[config.mk]
export PLATFORM = sky130hd
export DESIGN_NAME = dpcmv_quant_flat
export DESIGN_NICKNAME = d
export VERILOG_FILES = /design/src/rtl/dpcmv_pkg.sv /design/src/rtl/dpcmv_if.sv /design/src/rtl/dpcmv_quant.sv /design/src/flat_wrapper.sv
export SDC_FILE = /design/constraint.sdc
export NUM_CORES = 1
export LEC_CHECK = 0
export BUFFER_PORTS_ARGS = -buffer_cell sky130_fd_sc_hd__buf_2
export CORE_MARGIN = 2
export CORE_UTILIZATION = 33
export DETAILED_ROUTE_END_ITERATION = 8
export PLACE_DENSITY_LB_ADDON = 0.05
export SLEW_MARGIN = 20
export SYNTH_ARGS = -nofsm -noshare
export SYNTH_HDL_FRONTEND = slang
export SYNTH_SLANG_ARGS = --single-unit
[constraint.sdc]
create_clock -name clk_i -period 4.6 [get_ports clk_i]
set_input_delay 0.92 -clock clk_i [delete_from_list [all_inputs] [get_ports clk_i]]
set_output_delay 0.92 -clock clk_i [all_outputs]
set_load 0.02 [all_outputs]
[src/rtl/dpcmv_pkg.sv]
// Package for the vertical-prediction DPCM encoder.
// Holds the register map, field widths, reset values and shared struct types.
// No dependencies; every other file of the block refers to it, by scoped names or by import.
package dpcmv_pkg;

  localparam int unsigned MaxWidthDef  = 1024;
  localparam int unsigned MaxHeightDef = 4096;

  localparam int unsigned PixelW       = 8;
  localparam int unsigned LineWidthW   = 11;
  localparam int unsigned FrameHeightW = 13;
  localparam int unsigned ApbDataW     = 32;
  localparam int unsigned PaddrW       = 4;
  localparam int unsigned RegIdxW      = 2;

  localparam logic [RegIdxW-1:0] RegLineWidth   = 2'd0;
  localparam logic [RegIdxW-1:0] RegFrameHeight = 2'd1;
  localparam logic [RegIdxW-1:0] RegQuantMode   = 2'd2;

  localparam logic [LineWidthW-1:0]   LineWidthRst   = 11'd1024;
  localparam logic [FrameHeightW-1:0] FrameHeightRst = 13'd1;

  localparam logic ModeByte   = 1'b0;
  localparam logic ModeNibble = 1'b1;

  localparam logic [PixelW-1:0] PredFirstRow = 8'd128;
  localparam logic [PixelW:0]   DiffOffset   = 9'd255;

  typedef struct packed {
    logic [LineWidthW-1:0]   line_width;
    logic [FrameHeightW-1:0] frame_height;
    logic                    quant_mode;
  } cfg_t;

  typedef struct packed {
    logic first_row;
    logic last;
    logic quant_mode;
  } item_ctl_t;

endpackage

[src/rtl/dpcmv_if.sv]


interface dpcmv_code_if;
  logic                         valid;
  logic                         ready;
  logic [dpcmv_pkg::PixelW-1:0] code_byte;
  logic                         code_valid;
  logic [dpcmv_pkg::PixelW-1:0] recon;
  logic                         frame_last;

  modport source (output valid, output code_byte, output code_valid, output recon,
                  output frame_last, input ready);
  modport sink   (input valid, input code_byte, input code_valid, input recon,
                  input frame_last, output ready);
endinterface

[src/rtl/dpcmv_quant.sv]
// Quantiser and code packer of the DPCM encoder with its output register.
// Computes code and clamped reconstruction, pairs nibble-mode 4-bit codes into bytes.
// Depends on dpcmv_pkg and the code stream interface.
module dpcmv_quant (
  input  logic                         clk_i,
  input  logic                         rst_ni,
  input  logic                         adv_i,
  input  logic [dpcmv_pkg::PixelW-1:0] a_pixel_i,
  input  dpcmv_pkg::item_ctl_t         a_ctl_i,
  input  logic [dpcmv_pkg::PixelW-1:0] pred_above_i,
  output logic [dpcmv_pkg::PixelW-1:0] recon_o,
  output logic                         out_free_o,
  dpcmv_code_if.source                 code_o
);

  logic [dpcmv_pkg::PixelW-1:0] pred;
  logic [8:0]                   num;
  logic [8:0]                   qrec;
  logic [10:0]                  rsum;
  logic [dpcmv_pkg::PixelW-1:0] recon;
  logic [7:0]                   byte_d;
  logic                         byte_vld_d;
  logic [3:0]                   held_q, held_d;
  logic                         held_vld_q, held_vld_d;

  logic                         out_vld_q;
  logic [7:0]                   out_byte_q;
  logic                         out_cvld_q;
  logic [dpcmv_pkg::PixelW-1:0] out_recon_q;
  logic                         out_last_q;

  assign pred = a_ctl_i.first_row ? dpcmv_pkg::PredFirstRow : pred_above_i;
  assign num  = ({1'b0, a_pixel_i} + dpcmv_pkg::DiffOffset) - {1'b0, pred};
  assign qrec = (a_ctl_i.quant_mode == dpcmv_pkg::ModeNibble) ?
                {num[8:5], 5'b0} : {num[8:1], 1'b0};
  assign rsum = ({2'b0, qrec} + {3'b0, pred}) - 11'd255;

  always_comb begin
    if (rsum[10]) begin
      recon = '0;
    end else if (rsum[9:8] != 2'b00) begin
      recon = 8'hFF;
    end else begin
      recon = rsum[7:0];
    end
  end

  assign recon_o = recon;

  always_comb begin
    byte_d     = '0;
    byte_vld_d = 1'b0;
    held_d     = held_q;
    held_vld_d = held_vld_q;
    if (a_ctl_i.quant_mode == dpcmv_pkg::ModeByte) begin
      byte_d     = num[8:1];
      byte_vld_d = 1'b1;
      held_d     = '0;
      held_vld_d = 1'b0;
    end else if (held_vld_q) begin
      byte_d     = {held_q, num[8:5]};
      byte_vld_d = 1'b1;
      held_d     = '0;
      held_vld_d = 1'b0;
    end else if (a_ctl_i.last) begin
      byte_d     = {num[8:5], 4'b0};
      byte_vld_d = 1'b1;
    end else begin
      held_d     = num[8:5];
      held_vld_d = 1'b1;
    end
    if (a_ctl_i.last) begin
      held_d     = '0;
      held_vld_d = 1'b0;
    end
  end

  assign out_free_o = !out_vld_q || code_o.ready;

  assign code_o.valid      = out_vld_q;
  assign code_o.code_byte  = out_byte_q;
  assign code_o.code_valid = out_cvld_q;
  assign code_o.recon      = out_recon_q;
  assign code_o.frame_last = out_last_q;

  always_ff @(posedge clk_i or negedge rst_ni) begin
    if (!rst_ni) begin
      out_vld_q  <= 1'b0;
      held_q     <= '0;
      held_vld_q <= 1'b0;
    end else begin
      if (adv_i) begin
        out_vld_q  <= 1'b1;
        held_q     <= held_d;
        held_vld_q <= held_vld_d;
      end else if (code_o.ready) begin
        out_vld_q <= 1'b0;
      end
    end
  end

  always_ff @(posedge clk_i) begin
    if (adv_i) begin
      out_byte_q  <= byte_d;
      out_cvld_q  <= byte_vld_d;
      out_recon_q <= recon;
      out_last_q  <= a_ctl_i.last;
    end
  end

endmodule

[src/flat_wrapper.sv]
// flat-port wrapper written by rule: the top's interface ports become plain ports
module dpcmv_quant_flat 
  (clk_i, rst_ni, adv_i, a_pixel_i, a_ctl_i, pred_above_i, recon_o, out_free_o, code_o_valid, code_o_code_byte, code_o_code_valid, code_o_recon, code_o_frame_last, code_o_ready);
  dpcmv_code_if code_o_i ();
  input  logic clk_i;
  input  logic rst_ni;
  input  logic adv_i;
  input  logic [dpcmv_pkg::PixelW-1:0] a_pixel_i;
  input  dpcmv_pkg::item_ctl_t a_ctl_i;
  input  logic [dpcmv_pkg::PixelW-1:0] pred_above_i;
  output logic [dpcmv_pkg::PixelW-1:0] recon_o;
  output logic out_free_o;
  output wire logic [$bits(code_o_i.valid)-1:0] code_o_valid;
  output wire logic [$bits(code_o_i.code_byte)-1:0] code_o_code_byte;
  output wire logic [$bits(code_o_i.code_valid)-1:0] code_o_code_valid;
  output wire logic [$bits(code_o_i.recon)-1:0] code_o_recon;
  output wire logic [$bits(code_o_i.frame_last)-1:0] code_o_frame_last;
  input wire logic [$bits(code_o_i.ready)-1:0] code_o_ready;
  assign code_o_valid = code_o_i.valid;
  assign code_o_code_byte = code_o_i.code_byte;
  assign code_o_code_valid = code_o_i.code_valid;
  assign code_o_recon = code_o_i.recon;
  assign code_o_frame_last = code_o_i.frame_last;
  assign code_o_i.ready = code_o_ready;
  dpcmv_quant u_core (.clk_i(clk_i), .rst_ni(rst_ni), .adv_i(adv_i), .a_pixel_i(a_pixel_i), .a_ctl_i(a_ctl_i), .pred_above_i(pred_above_i), .recon_o(recon_o), .out_free_o(out_free_o), .code_o(code_o_i));
endmodule
Yosys cells after proc, flatten, opt, wreduce, memory -nomap -nowiden

Cells that the tools add are included.

Register bits after elaboration: 24
Logic and storage cells: 33
Input port bits: 23

Add/sub/neg operators: 4
Bitwise logic cells: 1
Reductions and logical operators: 5
Mux-type cells: 16

Operators by type and width:

| operator                | count |
|---|---|
| $mux W8                 | 6 |
| $mux W4                 | 3 |
| $sub A11 B8 Y11 const B | 1 |
| $add A9 B8 Y10          | 1 |
| $add A8 B8 Y9 const B   | 1 |
| $sub A9 B8 Y9           | 1 |
| $mux W1                 | 6 |
| $mux W5                 | 1 |
| $reduce_bool A2 Y1      | 2 |
| $reduce_or A2 Y1        | 1 |
| $logic_not A1 Y1        | 1 |
| $logic_or A1 B1 Y1      | 1 |
| $not A1 Y1              | 1 |

Logic depth before layout (Yosys ltp)

Depth in word-level cells: 8
Gate-level depth with buffers: 17
Gate-level depth less buffers: 17

Worst setup path after synthesis

No wires, ideal clock.

Path type: input -> output
Start: input a_ctl_i[2] in the netlist's numbering
End: output recon_o[2] in the netlist's numbering
Data required time: 3.680 ns
Arrival time: 4.202 ns
Stages on the path: 16
Setup slack: -0.522 ns
Path through: nand2b_1 ha_1 a31o_2 a21oi_1 o21bai_1 a21oi_1 xnor2_1 ha_1 a21oi_1 nand2_1 or3_1 nand3_2 or2_0 buf_6 a211oi_1 o21ai_0

Cells in the longest elaborated chain, start to end: 8

RTL lines:

| what                | RTL line           | RTL |
|---|---|---|
| start, declared     | flat_wrapper.sv:9  | `input dpcmv_pkg::item_ctl_t a_ctl_i;` |
| $mux W8 (*)         | dpcmv_quant.sv:32  | `assign pred = a_ctl_i.first_row ? dpcmv_pkg::PredFirstRow : pred_above_i;` |
| $sub A9 B8 Y9       | dpcmv_quant.sv:33  | `assign num = ({1'b0, a_pixel_i} + dpcmv_pkg::DiffOffset) - {1'b0, pred};` |
| $mux W5             | dpcmv_quant.sv:34  | `assign qrec = (a_ctl_i.quant_mode == dpcmv_pkg::ModeNibble) ?` |
| $add A9 B8 Y10 (*)  | dpcmv_quant.sv:36  | `assign rsum = ({2'b0, qrec} + {3'b0, pred}) - 11'd255;` |
| $sub A11 B8 Y11 (*) | dpcmv_quant.sv:36  |  |
| $reduce_bool A2 Y1  | dpcmv_quant.sv:41  | `end else if (rsum[9:8] != 2'b00) begin` |
| $mux W8             | dpcmv_quant.sv:41  |  |
| $mux W8 (*)         | dpcmv_quant.sv:39  | `if (rsum[10]) begin` |
| end, declared       | flat_wrapper.sv:11 | `output logic [dpcmv_pkg::PixelW-1:0] recon_o;` |

Every way passes the cells marked *; elsewhere a longest branch is shown, timed or not.

Worst setup path after layout

Start: input a_ctl_i[2] in the netlist's numbering
End: output recon_o[1] in the netlist's numbering

Same word-level chain as after synthesis.

==> summary.txt <==
Detailed routing
  – Vias: 1961
  – Wirelength per Cell: 13.0 um
  – DRT Wirelength: 5.23 mm
  – TritonRoute pass-1 iters: 5
  – Vias per cell: 4.85
  – Initial DRC count: 30
  – Detailed-route DRC error count: 0
  – Post-route ant nets: 0

Synth
  – Seq/Total Area, Yosys: 0.345
  – Yosys top cell area share: 0.270
  – Post-Syn Instances: 205
  – #FFs+latches synth: 24
  – Post-synth EDFFs: 18
  – Asr flop ratio synth: 0.250
  – Syn Std Cell Area: 2000 um2
  – Synth cell types: 54
  – Synth top cells by count: inv_1, edfxtp_1, ha_1
  – Mean cell area of the mapped netlist: 9.78 um2
  – Top_reg_cell synth: edfxtp_1
  – Synth area leaders: edfxtp_1, ha_1, dfrtp_1
  – Most frequent cell after synthesis: inv_1
  – Syn_nets: 245
  – Leading area contributor after synthesis: edfxtp_1
  – Yosys warning count: 0

Finish
  – Cell Count, Final, Fillers Out: 404
  – Total Nets Final: 370
  – P&R area growth vs syn: 72.8%
  – Fin util: 0.588
  – # diodes: 0
  – Share of layout cells above drive strength 1: 0.629

STA
  – Clk_skew: 0.00131 ns
  – Fmax: 197 MHz
  – Final Cycle Share: 1.10
  – Rel. slew slack: 0.652
  – Worst-Margin Slew: 0.522 ns
  – Final hold vios: 0
  – Final setup viols: 8
  – Final slew viol count: 0
  – RSZ-0062 raised after global routing: true
  – Setup ws final: -0.468 ns
  – Tmin final: 5.07 ns

Placement
  – DP HPWL: 4.09 mm
  – IO buf count: 50
  – Inst Count DP: 385
  – GP Congestion: 0.753
  – Setup WS pre-CTS: -0.685 ns

Setup path
  – CP endpoint kind: output port
  – Worst Path Required: 3.68 ns
  – Critical path startpoint category: input port
  – WP data arrival: 4.15 ns
  – Max FO, Critical Path: 5
  – CP Class: input port to output port

CTS
  – Clock Latency Late Sink: 0.26 ns
  – Clock slew at reported path FFs: 0.08 ns
  – Clock Tree Root: clkbuf_8
  – Count of hold-fix buffers inserted at cts: 0
  – Clock Path Buffers: 2
  – Clock Sinks: 24
  – TritonCTS buffer count: 3
  – Htree depth: 1
  – CTS tree: yes

Pwr
  – Worst VDD drop: 0.209 mV
  – Pwr Density: 338 nW/um2
  – Leakage: 1.54 nW
  – Total Power: 0.00117 W

GRT
  – Number of global-route vias before repair: 1933
  – GRT Total Usage: 0.162
  – GRT Residual Overflow: 0
  – Met2 Use GR: 0.290
  – GRT Max-Usage Layer: met2
  – Grt met1 use: 0.214
  – First-pass GRT wire length: 8.55 mm
  – Initial antenna violation count: 0
  – Largest net degree at the start of global routing: 27
  – GRT met3 Usage: 0.00440

Floorplan
  – Die Y: 81.9 um
  – Chip width: 81.9 um
  – Row Count: 28
  – Starting Density: 0.341
  – CORE AREA: 5890 um2
  – I/O pin count: 51
  – Die footprint: 6710 um2

Run status
  – Failing checks: negative setup slack
  – Run status: finished, violations left

Hold path
  – Min-Delay Path Class: input port to async pin

Job
  – Max-cap violations: 0
==> registers in the layout, indices dropped and copies added (netlist names) <==
name	flops
u_core.held_q	4
u_core.code_o.frame_last	1
u_core.code_o.code_byte	8
u_core.code_o.valid	1
u_core.code_o.code_valid	1
u_core.held_vld_q	1
u_core.code_o.recon	8
==> worst max-delay path: stages <==
cell,delay [ns]
buf_8,0.08
nand2b_4,0.14
nand2_4,0.05
fa_2,0.58
nor2_4,0.05
ha_4,0.16
fa_2,0.41
a211oi_4,0.34
o2111ai_2,0.18
nor4_4,0.20
nand3_2,0.12
or2_4,0.27
buf_6,0.14
mux2i_4,0.19
a21oi_2,0.16
buf_4,0.16
==> layout make-up <==
cell class | instances | area, um2
timing repair buffer | 123 | 875
fill | 509 | 2420
clock buffer | 3 | 41.3
tap | 75 | 93.8
multi-input combinational | 156 | 1650
inverter | 22 | 82.6
sequential | 24 | 691
clock inverter | 1 | 30.0
==> where the power goes <==
| group | internal, W | total, W | switching (W) |
|---|---|---|---|
| clock network | 0.000116 | 0.000181 | 0.0000645 |
| logic | 0.000349 | 0.000706 | 0.000357 |
| registers | 0.000276 | 0.000283 | 0.00000715 |
==> per-layer routing <==
metal	routed length, um	up-vias	share of wire
met4	36	0	0.0069
met5	0	-	0
met2	2650	47	0.51
met3	158	4	0.030
li1	-	1001	-
met1	2390	909	0.46
==> logic make-up after synthesis <==
logic type | after synthesis | share of synthesized area
xor gates and xnor gates | 13 | 0.0568
DFF | 24 | 0.345
and+or+nand+nor | 61 | 0.196
muxes | 2 | 0.00999
adders and majority gates | 17 | 0.114
buffers and inverters | 25 | 0.0543
AOI/OAI and AO/OA | 63 | 0.225
==> cells in the final DEF, fill, tap and decap left out, types with 2 or more instances in the layout <==
| master | Yosys | final |
|---|---|---|
| buf_6 | 2 | 9 |
| ha_1 | 15 | 7 |
| nand2_4 | 0 | 3 |
| o21ai_0 | 10 | 4 |
| nor4_4 | 2 | 2 |
| nand2b_4 | 0 | 4 |
| a21oi_2 | 1 | 6 |
| and3_1 | 6 | 5 |
| nor2_1 | 10 | 8 |
| xnor2_1 | 6 | 3 |
| o211ai_1 | 2 | 2 |
| xor2_1 | 7 | 6 |
| o21ai_2 | 1 | 7 |
| buf_4 | 0 | 71 |
| a211oi_2 | 1 | 4 |
| dfrtp_1 | 6 | 6 |
| nand2b_1 | 11 | 7 |
| nor3_4 | 0 | 2 |
| a211oi_4 | 0 | 3 |
| xnor2_2 | 0 | 3 |
| a21oi_4 | 0 | 3 |
| edfxtp_1 | 18 | 18 |
| a21oi_1 | 11 | 3 |
| ha_4 | 0 | 7 |
| nor2_4 | 0 | 2 |
| o21a_1 | 3 | 3 |
| buf_2 | 0 | 41 |
| or2_4 | 0 | 3 |
| nand3_1 | 3 | 2 |
| fa_2 | 0 | 2 |
| a31o_2 | 3 | 2 |
| o22ai_1 | 9 | 9 |
| clkbuf_8 | 0 | 3 |
| a22oi_2 | 1 | 2 |
| nand2_1 | 8 | 5 |
| a21o_1 | 3 | 3 |
| nand3_2 | 2 | 3 |
| inv_1 | 22 | 21 |
==> what timing repair did <==
item / 4_1_cts / 5_1_grt
setup endpoints to repair: 8 / 8
pin swaps: 18 / 27
cloned: 0 / 1
gates resized for setup: 42 / 42
buffers inserted: 7 / 7
==> through the flow <==
stage | setup TNS [ns] | hold slack (ns) | instance area (um2)
final | -3.60 | 0.468 | 3460
after floorplan | -1.28 | 0.506 | 2130
after detailed placement | -5.12 | 0.496 | 2900
after global placement | -5.02 | 0.486 | 2900
after global routing | -4.93 | 0.469 | 3460
after CTS | -3.41 | 0.465 | 3210
==> worst paths after layout <==
check	start	endpoint	slack [ns]	depth (start not counted)
worst max-delay path	a_ctl_i[2]	recon_o[1]	-0.47	16
worst min-delay path	rst_ni	u_core.code_o.valid	0.47	1
worst max register to register	u_core.held_vld_q	u_core.code_o.code_byte[7]	3.35	3
worst min register to register	u_core.code_o.valid	u_core.code_o.valid	0.51	2
max in group asynchronous	rst_ni	u_core.held_q[0]	3.98	1
min in group clk_i	u_core.code_o.valid	u_core.code_o.valid	0.51	2
Note: power is estimated with default switching activity, not from simulation.
