File: src/rtl/dpcmv_pkg.sv
// Package for the vertical-prediction DPCM encoder.
// Holds the register map, field widths, reset values and shared struct types.
// No dependencies; every other file of the block refers to it, by scoped names or by import.
package dpcmv_pkg;

  localparam int unsigned MaxWidthDef  = 1024;
  localparam int unsigned MaxHeightDef = 4096;

  localparam int unsigned PixelW       = 8;
  localparam int unsigned LineWidthW   = 11;
  localparam int unsigned FrameHeightW = 13;
  localparam int unsigned ApbDataW     = 32;
  localparam int unsigned PaddrW       = 4;
  localparam int unsigned RegIdxW      = 2;

  localparam logic [RegIdxW-1:0] RegLineWidth   = 2'd0;
  localparam logic [RegIdxW-1:0] RegFrameHeight = 2'd1;
  localparam logic [RegIdxW-1:0] RegQuantMode   = 2'd2;

  localparam logic [LineWidthW-1:0]   LineWidthRst   = 11'd1024;
  localparam logic [FrameHeightW-1:0] FrameHeightRst = 13'd1;

  localparam logic ModeByte   = 1'b0;
  localparam logic ModeNibble = 1'b1;

  localparam logic [PixelW-1:0] PredFirstRow = 8'd128;
  localparam logic [PixelW:0]   DiffOffset   = 9'd255;

  typedef struct packed {
    logic [LineWidthW-1:0]   line_width;
    logic [FrameHeightW-1:0] frame_height;
    logic                    quant_mode;
  } cfg_t;

  typedef struct packed {
    logic first_row;
    logic last;
    logic quant_mode;
  } item_ctl_t;

endpackage

File: src/rtl/dpcmv_cfg_regs.sv
// APB-style configuration registers of the DPCM encoder.
// Depends on dpcmv_pkg for the register map and reset values.
module dpcmv_cfg_regs (
  input  logic                                clk_i,
  input  logic                                rst_ni,
  input  logic                                psel,
  input  logic                                penable,
  input  logic                                pwrite,
  input  logic [dpcmv_pkg::PaddrW-1:0]        paddr,
  input  logic [dpcmv_pkg::ApbDataW-1:0]      pwdata,
  output logic [dpcmv_pkg::ApbDataW-1:0]      prdata,
  output logic                                pready,
  output dpcmv_pkg::cfg_t                     cfg_o
);

  dpcmv_pkg::cfg_t                   cfg_q;
  logic [dpcmv_pkg::RegIdxW-1:0]     reg_idx;
  logic                              wr_en;

  assign reg_idx = paddr[dpcmv_pkg::PaddrW-1:2];
  assign wr_en   = psel && penable && pwrite;
  assign pready  = 1'b1;
  assign cfg_o   = cfg_q;

  always_ff @(posedge clk_i or negedge rst_ni) begin
    if (!rst_ni) begin
      cfg_q.line_width   <= dpcmv_pkg::LineWidthRst;
      cfg_q.frame_height <= dpcmv_pkg::FrameHeightRst;
      cfg_q.quant_mode   <= dpcmv_pkg::ModeByte;
    end else if (wr_en) begin
      case (reg_idx)
        dpcmv_pkg::RegLineWidth: begin
          cfg_q.line_width <= pwdata[dpcmv_pkg::LineWidthW-1:0];
        end
        dpcmv_pkg::RegFrameHeight: begin
          cfg_q.frame_height <= pwdata[dpcmv_pkg::FrameHeightW-1:0];
        end
        dpcmv_pkg::RegQuantMode: begin
          cfg_q.quant_mode <= pwdata[0];
        end
        default: begin
        end
      endcase
    end
  end

  always_comb begin
    prdata = '0;
    case (reg_idx)
      dpcmv_pkg::RegLineWidth: begin
        prdata = dpcmv_pkg::ApbDataW'(cfg_q.line_width);
      end
      dpcmv_pkg::RegFrameHeight: begin
        prdata = dpcmv_pkg::ApbDataW'(cfg_q.frame_height);
      end
      dpcmv_pkg::RegQuantMode: begin
        prdata = dpcmv_pkg::ApbDataW'(cfg_q.quant_mode);
      end
      default: begin
        prdata = '0;
      end
    endcase
  end

endmodule

File: config.mk
export PLATFORM = sky130hd
export DESIGN_NAME = dpcmv_cfg_regs
export DESIGN_NICKNAME = d
export VERILOG_FILES = /design/src/rtl/dpcmv_pkg.sv /design/src/rtl/dpcmv_cfg_regs.sv
export SDC_FILE = /design/constraint.sdc
export NUM_CORES = 1
export LEC_CHECK = 0
export BUFFER_PORTS_ARGS = -buffer_cell sky130_fd_sc_hd__buf_2
export CORE_MARGIN = 1.5
export CORE_UTILIZATION = 32
export CTS_BUF_LIST = sky130_fd_sc_hd__clkbuf_8
export CTS_CLUSTER_DIAMETER = 200
export DETAILED_ROUTE_END_ITERATION = 10
export GPL_TIMING_DRIVEN = 1
export HOLD_SLACK_MARGIN = 0.12
export PLACE_DENSITY = 0.73
export SYNTH_ARGS = -nofsm -noshare
export SYNTH_HDL_FRONTEND = slang
export SYNTH_SLANG_ARGS = --single-unit
File: constraint.sdc
create_clock -name clk_i -period 1.15 [get_ports clk_i]
set_input_delay 0.115 -clock clk_i [delete_from_list [all_inputs] [get_ports clk_i]]
set_output_delay 0.115 -clock clk_i [all_outputs]
set_load 0.02 [all_outputs]
## Word-level counts from Yosys, hierarchy flattened

Index checks and enable logic that the tools add are counted.

- Equal/unequal tests: 2
- Muxes and demuxes: 1
- Reductions and logical operators: 6

Operators with widths:

| kind | count |
|---|---|
| 13-bit one-hot mux with 3 select lines | 1 |
| 2-bit AND reduction | 3 |
| 2-bit by 1-bit equality test with 1-bit output (second input constant) | 1 |
| 2-bit equality test (second input constant) | 1 |
| 1-bit logical AND | 2 |
| 2-bit logical NOT | 1 |

- Register bits after elaboration: 25
- Input bits: 41
- Output and inout bits: 58
- Logic and storage cells: 12

## Longest topological paths before layout

Gate-level depths: netlist of the first run.

- Depth in word-level cells: 3
- Gate-level depth with buffers: 4
- Mapped depth without buffers: 3

## Worst setup path before layout of the first run

OpenSTA, ideal clock, no wires.

- Path kind: flip-flop to output port
- From: register cfg_q, in the netlist cfg_o[1]
- To: output port prdata[0] in the netlist's numbering
- Data arrival time: 1147 ps
- Data required time: 1035 ps
- Setup slack: -112 ps
- Cell stages (with the launch flop): 3
- Buffers on the path: 0
- Cell sequence: dfstp_2 > mux2i_1 > o21ai_0

- Word-level cells in the longest chain between the ends: 1

Ends and longest elaborated chain:

| element | RTL line | RTL |
|---|---|---|
| start: declaration | dpcmv_cfg_regs.sv:16 | `dpcmv_pkg::cfg_t cfg_q;` |
| 13-bit one-hot mux with 3 select lines | dpcmv_cfg_regs.sv:49 | `case (reg_idx)` |
| end: declaration | dpcmv_cfg_regs.sv:11 | `output logic [dpcmv_pkg::ApbDataW-1:0] prdata,` |

Every way passes these cells.

## Worst setup path after layout of the first run

Same ends and word-level chain as after synthesis.

==> out/metrics.cfg, run 1 <==
[worst_setup_path]
start_kind = flip-flop
crit_slowest_cell = dfstp_2
crit_type = reg2out
cpPeakStageDelay_ns = 0.54
cp-end-kind = output pin
worstPathRequired_ns = 1.03
crit_arrival_ns = 1.17
cp_max_fo = 2
path_cells = mux2i_1 -> o21ai_1 -> buf_4

[timing]
whs_ns = 0.273
fin_crit_ns = 1.28
rsz0062_at_grt = true
clock.fmax_mhz = 779
setup_ws_ns = -0.133
final_max_slew_viol_count = 0
min_period_over_period = 1.12
setup_viol = 2
hold_viol = 0
relSlewSlack = 0.621
clock_skew_ns = 0
setup_tns_ns = -0.264
tightest_slew_ns = 0.568

[floorplan]
start_util = 0.332
core_area_mm2 = 0.00400
die_x_um = 67.4
io-pin-count = 99
die_h_um = 67.4
die_area_mm2 = 0.00454
rows = 23

[detailed_routing]
drt-wirelength-per-cell_um = 12.9
drt_iter0_markers = 20
wl_um = 3090
dr.pass1.iters = 3
vias = 1048
vias_per_cell = 4.38
ant_nets = 0
drc_errors = 0

[cts]
cts_num_sinks = 25
htree_levels = 1
clk_path_buf_depth = 2
clk_latency_ns = 0.27
cts-root-buf = clkbuf_8
cts_tree = done
cts_buffers = 3
clk_pin_slew_ns = 0.09

[layout]
drive_above_1_share = 0.561
area_delta_synth_final_pct = 41.9
mostFrequentLayoutCell = buf_2
nets = 231
fill_cells = 372
final_cell_mix = 53 x buf_2, 25 x mux2_2, 23 x dfrtp_1, 20 x conb_1, 17 x buf_4
diodes = 0
largest_reg_flops = 25
finalInstanceArea_mm2 = 0.00188

[placement]
place_congestion = 0.702
post_dp_cell_area_mm2 = 0.00163
place_ws_ns = -0.0777
io_buffer_count = 57
hpwlAfterDp_um = 2020

[grt]
first_global_vias = 1027
grt_pass1_wl_um = 4910
track_usage = 0.144
grt_antenna_before_repair = 0
gr-total-overflow = 0
grt_max_degree = 26

[run_status]
violations = negative setup slack
outcome = finished with violations

[pwr]
powerDensity_mw_per_mm2 = 1600
power_leakage_nw = 0.992
ir_drop_mv = 0.742

[synthesis]
synth_seq_area_share = 0.474
synth-seq-cells = 25
synth_top_cell_by_area = dfrtp_1
synth.area.top_cells = dfrtp_1 43%, mux2_2 21%, buf_4 12%, mux2i_1 8.3%, dfstp_2 4.0%
ys_types = 17
avgSynthCellArea_um2 = 12.5
syn_area_mm2 = 0.00133
yosysWarnings = 0
syn_inst = 106
synth_top_area_frac = 0.434

[flow_run]
max_cap_violations = 0

[min_path]
hp-class = in2reg

## synthesized netlist by cell type
cell,n
mux2_2,25
dfrtp_1,23
mux2i_1,11
buf_6,1
buf_2,1
buf_4,22
nor3b_1,1
nand3b_1,1
nor2_1,10
clkbuf_1,1
and3b_1,2
dfstp_2,2
nand3_2,1
o21ai_0,1
nor3b_4,1
nor3_2,1
conb_1,2
## path summary, 6_finish.rpt
kind,start,end,slack [ns],depth (start not counted)
max in group asynchronous,rst_ni,cfg_o[24]$_DFFE_PN1P_,0.39,2
worst max-delay path,cfg_o[1]$_DFFE_PN1P_,prdata[0],-0.13,3
min in group asynchronous,rst_ni,cfg_o[22]$_DFFE_PN0P_,0.38,2
worst min register to register,cfg_o[13]$_DFFE_PN0P_,cfg_o[13]$_DFFE_PN0P_,0.53,1
worst max register to register,cfg_o[12]$_DFFE_PN0P_,cfg_o[12]$_DFFE_PN0P_,0.27,2
worst min-delay path,paddr[2],cfg_o[0]$_DFFE_PN0P_,0.27,3
## timing repair
action / in CTS / in global routing
resized for setup: 4 / 1
endpoints found under the hold margin: 48 / 0
hold buffers: 14 / 0
setup buffers: 4 / 3
setup endpoints to repair: 4 / 13
## cell type report
cell class / count / area, µm² / area share
Sequential cell: 25 / 628 / 0.334
Multi-Input combinational cell: 74 / 581 / 0.309
Timing Repair Buffer: 86 / 564 / 0.300
Tap cell: 50 / 62.6 / 0.0332
Clock buffer: 3 / 41.3 / 0.0219
Clock inverter: 1 / 5.00 / 0.00266
## through the flow
stage | total power [mW] | std cells | util
6_report | 3.00 | 239 | 0.470
5_1_grt | 3.20 | 239 | 0.470
4_1_cts | 2.99 | 236 | 0.464
3_5_place_dp | 2.34 | 214 | 0.407
3_3_place_gp | 2.33 | 214 | 0.407
2_1_floorplan | 2.00 | 124 | -
## where the power goes
group | leakage (nW) | internal, mW | switching, mW | total, mW
Combinational | 0.664 | 0.546 | 0.691 | 1.24
Clock | 0.0255 | 0.242 | 0.287 | 0.529
Sequential | 0.303 | 1.10 | 0.142 | 1.24
## logic make-up (layout without fill, tap and decap cells)
family | Yosys count | in the layout | synth area share
AND/OR/NAND/NOR | 17 | 17 | 0.0821
buffers and inverters | 25 | 90 | 0.140
flip-flops | 25 | 25 | 0.474
AO/OA/AOI/OAI | 1 | 1 | 0.00377
multiplexers | 36 | 36 | 0.295
other | 2 | 20 | 0.00566
## critical path, delay by kind of cell, from the launching register on
kind | cells | cell delay (ns)
DFF | 1 | 0.54
muxes | 1 | 0.06
AOI/OAI and AO/OA | 1 | 0.14
buffers and inverters | 1 | 0.16
## metal layers
layer | GRT usage | part of all wire
met2 | 0.250 | 0.45
met3 | 0.0217 | 0.058
met4 | 0.0306 | 0
met5 | 0 | 0
met1 | 0.191 | 0.49
No activity file was read; power rests on OpenSTA's default activity.
==> run 2: changes to the inputs <==
--- a/config.mk
+++ b/config.mk
@@ -13,7 +13,8 @@
 export DETAILED_ROUTE_END_ITERATION = 10
 export GPL_TIMING_DRIVEN = 1
 export HOLD_SLACK_MARGIN = 0.12
-export PLACE_DENSITY = 0.73
+export PLACE_DENSITY = 0.66
+export SKIP_LAST_GASP = 1
 export SYNTH_ARGS = -nofsm -noshare
 export SYNTH_HDL_FRONTEND = slang
 export SYNTH_SLANG_ARGS = --single-unit
==> run 2 against run 1 <==
  * The run still ends with negative setup slack left
  * Fmax up 2.2%
  * Clock power fell by 8.9%
  * Cell count up 0.84%
  * Global-route usage shrank 2.0 points
  * Critical endpoint is now prdata[10]
  * Register-to-register slack got worse by 0.06 ns
  * Highest routed layer is now met4
  * Clock skew stayed put
  * Clock-buffer cell count is the same
  * Power shrank 0.94%
  * Non-clock buffer count up 2
  * Sequential power about the same
  * Sequential share of layout area down 0.26 points
  * Combinational power is essentially flat
  * Critical path type unchanged
==> out/metrics.cfg, run 2 (synthesized netlist as in run 1, its figures left out) <==
[detailed_routing]
drt-wirelength-per-cell_um = 12.0  ; -7.3%
dr.pass1.iters = 3  ; unchanged
drc_errors = 0  ; unchanged
drt_iter0_markers = 10  ; -50%
wl_um = 2890  ; -6.5%
vias = 1024  ; -2.3%
ant_nets = 0  ; unchanged
vias_per_cell = 4.25  ; -3.1%

[worst_setup_path]
cp_max_fo = 2  ; unchanged
crit_slowest_cell = dfstp_2
start_kind = flip-flop
r2r_slack_ns = 0.21  ; -0.06 ns
path_cells = mux2i_1 -> nor2_1 -> buf_4
cp-end-kind = output pin
worstPathRequired_ns = 1.03  ; about the same
crit_arrival_ns = 1.14  ; -0.03 ns
timing.rr.end = cfg_o[24]$_DFFE_PN1P_
critPathBufInv = 1  ; unchanged
cpLargestDelayFamily = flip-flops
crit_type = reg2out
reg2reg_depth = 3  ; +1
reg2reg_from = cfg_o[24]$_DFFE_PN1P_
cpPeakStageDelay_ns = 0.55  ; about the same

[grt]
grt_antenna_before_repair = 0  ; unchanged
grt_pass1_wl_um = 4190  ; -15%
gr-total-overflow = 0  ; unchanged
grt_max_degree = 26  ; unchanged
first_global_vias = 870  ; -15%
track_usage = 0.125  ; -0.0197

[cts]
cts_buffers = 3  ; unchanged
clk_latency_ns = 0.25  ; -0.02 ns
cts-root-buf = clkbuf_8
clk_pin_slew_ns = 0.08  ; about the same
cts_tree = done
htree_levels = 1  ; unchanged
clk_path_buf_depth = 2  ; unchanged
cts_num_sinks = 25  ; unchanged

[placement]
io_buffer_count = 57  ; unchanged
hpwlAfterDp_um = 2030  ; +0.66%
place_ws_ns = -0.0754  ; +0.00226 ns
place_congestion = 0.640  ; -8.7%
post_dp_cell_area_mm2 = 0.00163  ; +0.15%

[floorplan]
rows = 23  ; unchanged
io-pin-count = 99  ; unchanged
die_h_um = 67.4  ; unchanged
core_area_mm2 = 0.00400  ; unchanged
start_util = 0.332  ; unchanged
die_area_mm2 = 0.00454  ; unchanged
die_x_um = 67.4  ; unchanged

[run_status]
outcome = finished with violations
violations = negative setup slack

[timing]
fin_crit_ns = 1.26  ; -0.0282 ns
clock.fmax_mhz = 797  ; +2.2%
tightest_slew_ns = 0.549  ; -0.0196 ns
min_period_over_period = 1.09  ; -0.0246
relSlewSlack = 0.634  ; +0.0131
setup_viol = 3  ; +1
rsz0062_at_grt = true
final_max_slew_viol_count = 0  ; unchanged
setup_tns_ns = -0.276  ; -0.0127 ns
setup_ws_ns = -0.105  ; +0.0282 ns
clock_skew_ns = 0  ; unchanged
hold_viol = 0  ; unchanged

[layout]
area_delta_synth_final_pct = 43.0
drive_above_1_share = 0.560  ; -0.000637
largest_reg_flops = 25  ; unchanged
mostFrequentLayoutCell = buf_2
diodes = 0  ; unchanged
finalInstanceArea_mm2 = 0.00190  ; +0.80%
final_cell_mix = 52 x buf_2, 25 x mux2_2, 23 x dfrtp_1, 20 x conb_1, 18 x buf_4
nets = 233  ; +0.87%

[min_path]
hold_depth = 3  ; unchanged
min_to = cfg_o[0]$_DFFE_PN0P_
min_from = paddr[2]
hp-class = in2reg

[pwr]
ir_drop_mv = 0.792  ; +6.6%
power_leakage_nw = 1.00  ; +1.3%
powerDensity_mw_per_mm2 = 1570  ; -1.7%

[flow_run]
max_cap_violations = 0  ; unchanged

==> run 2: how the worst max path moves through the flow <==
stage                                from                    end  slack (ns)  depth (start not counted)
floorplan                        paddr[2]  cfg_o[10]$_DFFE_PN0P_        0.02                          4
global placement                   pwrite  cfg_o[11]$_DFFE_PN0P_       -0.07                          5
detailed placement                 pwrite   cfg_o[4]$_DFFE_PN0P_       -0.08                          5
CTS                  cfg_o[1]$_DFFE_PN1P_              prdata[0]        -0.1                          3
global route        cfg_o[24]$_DFFE_PN1P_             prdata[10]       -0.19                          3
finish              cfg_o[24]$_DFFE_PN1P_             prdata[10]       -0.11                          3
==> run 2: timing repair <==
item	in CTS	in global routing
hold buffers	14	0
pin swaps	1	2
resized for setup	2	7
hold endpoints to repair	48	0
setup endpoints to repair	2	13
buffers inserted	2	5
==> run 2: cell type report <==
class	instances	area, µm²
clock buffer	3	41.3
multi-input combinational	74	581
clock inverter	1	3.75
timing repair buffer	88	581
fill	370	2100
sequential	25	628
tap	50	62.6
==> run 2: routing by layer <==
metal | part of all wire | track usage | routed length [µm] | up-vias
met5 | 0 | 0 | 0 | -
met4 | 0.0042 | 0.0306 | 12 | 0
met3 | 0.074 | 0.0200 | 215 | 2
met2 | 0.46 | 0.192 | 1340 | 55
met1 | 0.46 | 0.183 | 1320 | 478
li1 | - | - | - | 489
==> run 2: stage by stage <==
step	hold WS (ns)	instances	total power [mW]	util
2_1_floorplan	-0.181	124	2.00	-
3_3_place_gp	0.140	216	2.33	0.408
3_5_place_dp	0.135	216	2.35	0.408
4_1_cts	0.308	236	2.91	0.459
5_1_grt	0.322	241	3.18	0.474
6_report	0.307	241	2.98	0.474
==> run 2: worst min-delay path: cells and delay by family <==
family | cells | cell delay (ns)
and+or+nand+nor | 1 | 0.07
buffers and inverters | 1 | 0.14
muxes | 1 | 0.21
==> run 2: report_power, final <==
| part | total (mW) | internal [mW] | switching, mW |
|---|---|---|---|
| Clock | 0.482 | 0.238 | 0.245 |
| Combinational | 1.25 | 0.567 | 0.678 |
| Sequential | 1.25 | 1.10 | 0.152 |
==> run 3: changes to the inputs <==
--- a/config.mk
+++ b/config.mk
@@ -14,6 +14,7 @@
 export GPL_TIMING_DRIVEN = 1
 export HOLD_SLACK_MARGIN = 0.12
 export PLACE_DENSITY = 0.66
+export SETUP_SLACK_MARGIN = 0.1
 export SKIP_LAST_GASP = 1
 export SYNTH_ARGS = -nofsm -noshare
 export SYNTH_HDL_FRONTEND = slang
==> run 3 against run 2 <==
  * The run still ends with negative setup slack left
  * First-iteration DRC count shrank 90%
  * Largest cell class is now buffers
  * Highest routed layer is now met3
  * Combinational power rose by 22%
  * Die area stayed put
  * Fmax fell by 0.52%
  * Clock power rose by 8.1%
==> out/metrics.cfg, run 3 (synthesized netlist as in run 1, its figures left out) <==
[floorplan]
io-pin-count = 99  ; unchanged
rows = 23  ; unchanged
core_area_mm2 = 0.00400  ; unchanged
die_x_um = 67.4  ; unchanged
die_h_um = 67.4  ; unchanged
start_util = 0.332  ; unchanged
die_area_mm2 = 0.00454  ; unchanged

[flow_run]
max_cap_violations = 0  ; unchanged

[min_path]
hp-class = in2reg
min_from = penable

[cts]
clk_path_buf_depth = 2  ; unchanged
clk_latency_ns = 0.26  ; about the same
clk_pin_slew_ns = 0.09  ; about the same
cts-root-buf = clkbuf_8
cts_tree = done
cts_num_sinks = 25  ; unchanged
htree_levels = 1  ; unchanged
cts_buffers = 3  ; unchanged

[detailed_routing]
ant_nets = 0  ; unchanged
vias_per_cell = 4.33  ; +2.0%
drc_errors = 0  ; unchanged
dr.pass1.iters = 2  ; -1
wl_um = 3170  ; +9.8%
drt_iter0_markers = 1  ; -9
vias = 1062  ; +3.7%
drt-wirelength-per-cell_um = 12.9  ; +8.0%

[worst_setup_path]
start_kind = flip-flop
cp_max_fo = 3  ; +1
crit_type = reg2out
startpoint = cfg_o[24]$_DFFE_PN1P_
worstPathRequired_ns = 1.03  ; about the same
crit_arrival_ns = 1.15  ; about the same
reg2reg_from = cfg_o[23]$_DFFE_PN0P_
cp-end-kind = output pin

[layout]
nets = 237  ; +1.7%
mostFrequentLayoutCell = buf_2
largest_reg_flops = 25  ; unchanged
drive_above_1_share = 0.590  ; +0.0295
stdcell_count = 245  ; +1.7%
final_cell_mix = 41 x buf_2, 25 x mux2_2, 25 x buf_6, 23 x dfrtp_1, 20 x conb_1
area_delta_synth_final_pct = 55.5
diodes = 0  ; unchanged

[timing]
relSlewSlack = 0.622  ; -0.0125
hold_viol = 0  ; unchanged
final_max_slew_viol_count = 0  ; unchanged
rsz0062_at_grt = true
tightest_slew_ns = 0.568  ; +0.0187 ns
setup_viol = 6  ; +3
min_period_over_period = 1.10  ; +0.00575
clock_skew_ns = 0  ; unchanged
setup_ws_ns = -0.112  ; -0.00662 ns
fin_crit_ns = 1.26  ; +0.00662 ns
clock.fmax_mhz = 793  ; -0.52%

[grt]
gr-total-overflow = 0  ; unchanged
grt_pass1_wl_um = 4580  ; +9.4%
grt_max_degree = 26  ; unchanged
grt_antenna_before_repair = 0  ; unchanged
track_usage = 0.136  ; +0.0109
first_global_vias = 931  ; +7.0%

[placement]
hpwlAfterDp_um = 2050  ; +0.95%
place_congestion = 0.690  ; +7.8%
place_ws_ns = -0.0411  ; +0.0343 ns
dp_cells = 213  ; -1.4%
io_buffer_count = 57  ; unchanged

[pwr]
power_leakage_nw = 1.06  ; +5.2%
powerDensity_mw_per_mm2 = 1600  ; +1.9%
ir_drop_mv = 1.06  ; +34%

[run_status]
outcome = finished with violations
violations = negative setup slack

## run 3: report_power, final
part | leakage, nW | total (mW) | switching (mW) | internal, mW
Combinational | 0.728 | 1.53 | 0.750 | 0.780
Clock | 0.0255 | 0.521 | 0.278 | 0.242
Sequential | 0.303 | 1.25 | 0.151 | 1.10
## run 3: critical path: stages (launching register included)
cell and delay (ns):
dfstp_2 0.56, mux2i_1 0.09, nor2_2 0.11, buf_6 0.13
## run 3: timing repair
item	4_1_cts	5_1_grt
hold buffers	14	0
setup endpoints to repair	15	25
pin swaps	0	1
endpoints found under the hold margin	48	0
resized for setup	9	33
buffers inserted	11	3
## run 3: cell type report
cell class              instances  area (µm²)
clock buffers                   3        41.3
well taps                      50        62.6
repair buffers                 92         729
clock inverters                 1        5.00
flip-flops and latches         25         628
fillers                       358        1940
multi-input cells              74         596
## run 3: final timing paths
| kind | to | slack [ns] | cells past startpoint |
|---|---|---|---|
| max | prdata[10] | -0.11 | 3 |
| min | cfg_o[0]$_DFFE_PN0P_ | 0.33 | 4 |
| max reg2reg | cfg_o[23]$_DFFE_PN0P_ | 0.13 | 3 |
| min reg2reg | cfg_o[15]$_DFFE_PN0P_ | 0.53 | 1 |
| max in group asynchronous | cfg_o[6]$_DFFE_PN0P_ | 0.39 | 2 |
| min in group asynchronous | cfg_o[19]$_DFFE_PN0P_ | 0.38 | 2 |
## run 3: routing by layer
layer,up-vias,global-route usage,part of all wire
met1,516,0.192,0.45
met5,-,0,0
li1,496,-,-
met3,0,0.0150,0.051
met4,0,0.0383,0
met2,50,0.219,0.50
## run 3: stage by stage
stage | area, µm² | utilization | power (mW) | TNS, ns | hold WS, ns
after global routing | 2060 | 0.515 | 3.49 | -0.851 | 0.332
after detailed placement | 1640 | 0.409 | 2.35 | -0.420 | 0.138
after floorplan | 1420 | - | 2.01 | 0 | -0.181
after global placement | 1640 | 0.409 | 2.33 | -0.230 | 0.143
after CTS | 1930 | 0.483 | 3.08 | -0.224 | 0.332
final | 2060 | 0.515 | 3.30 | -0.274 | 0.331
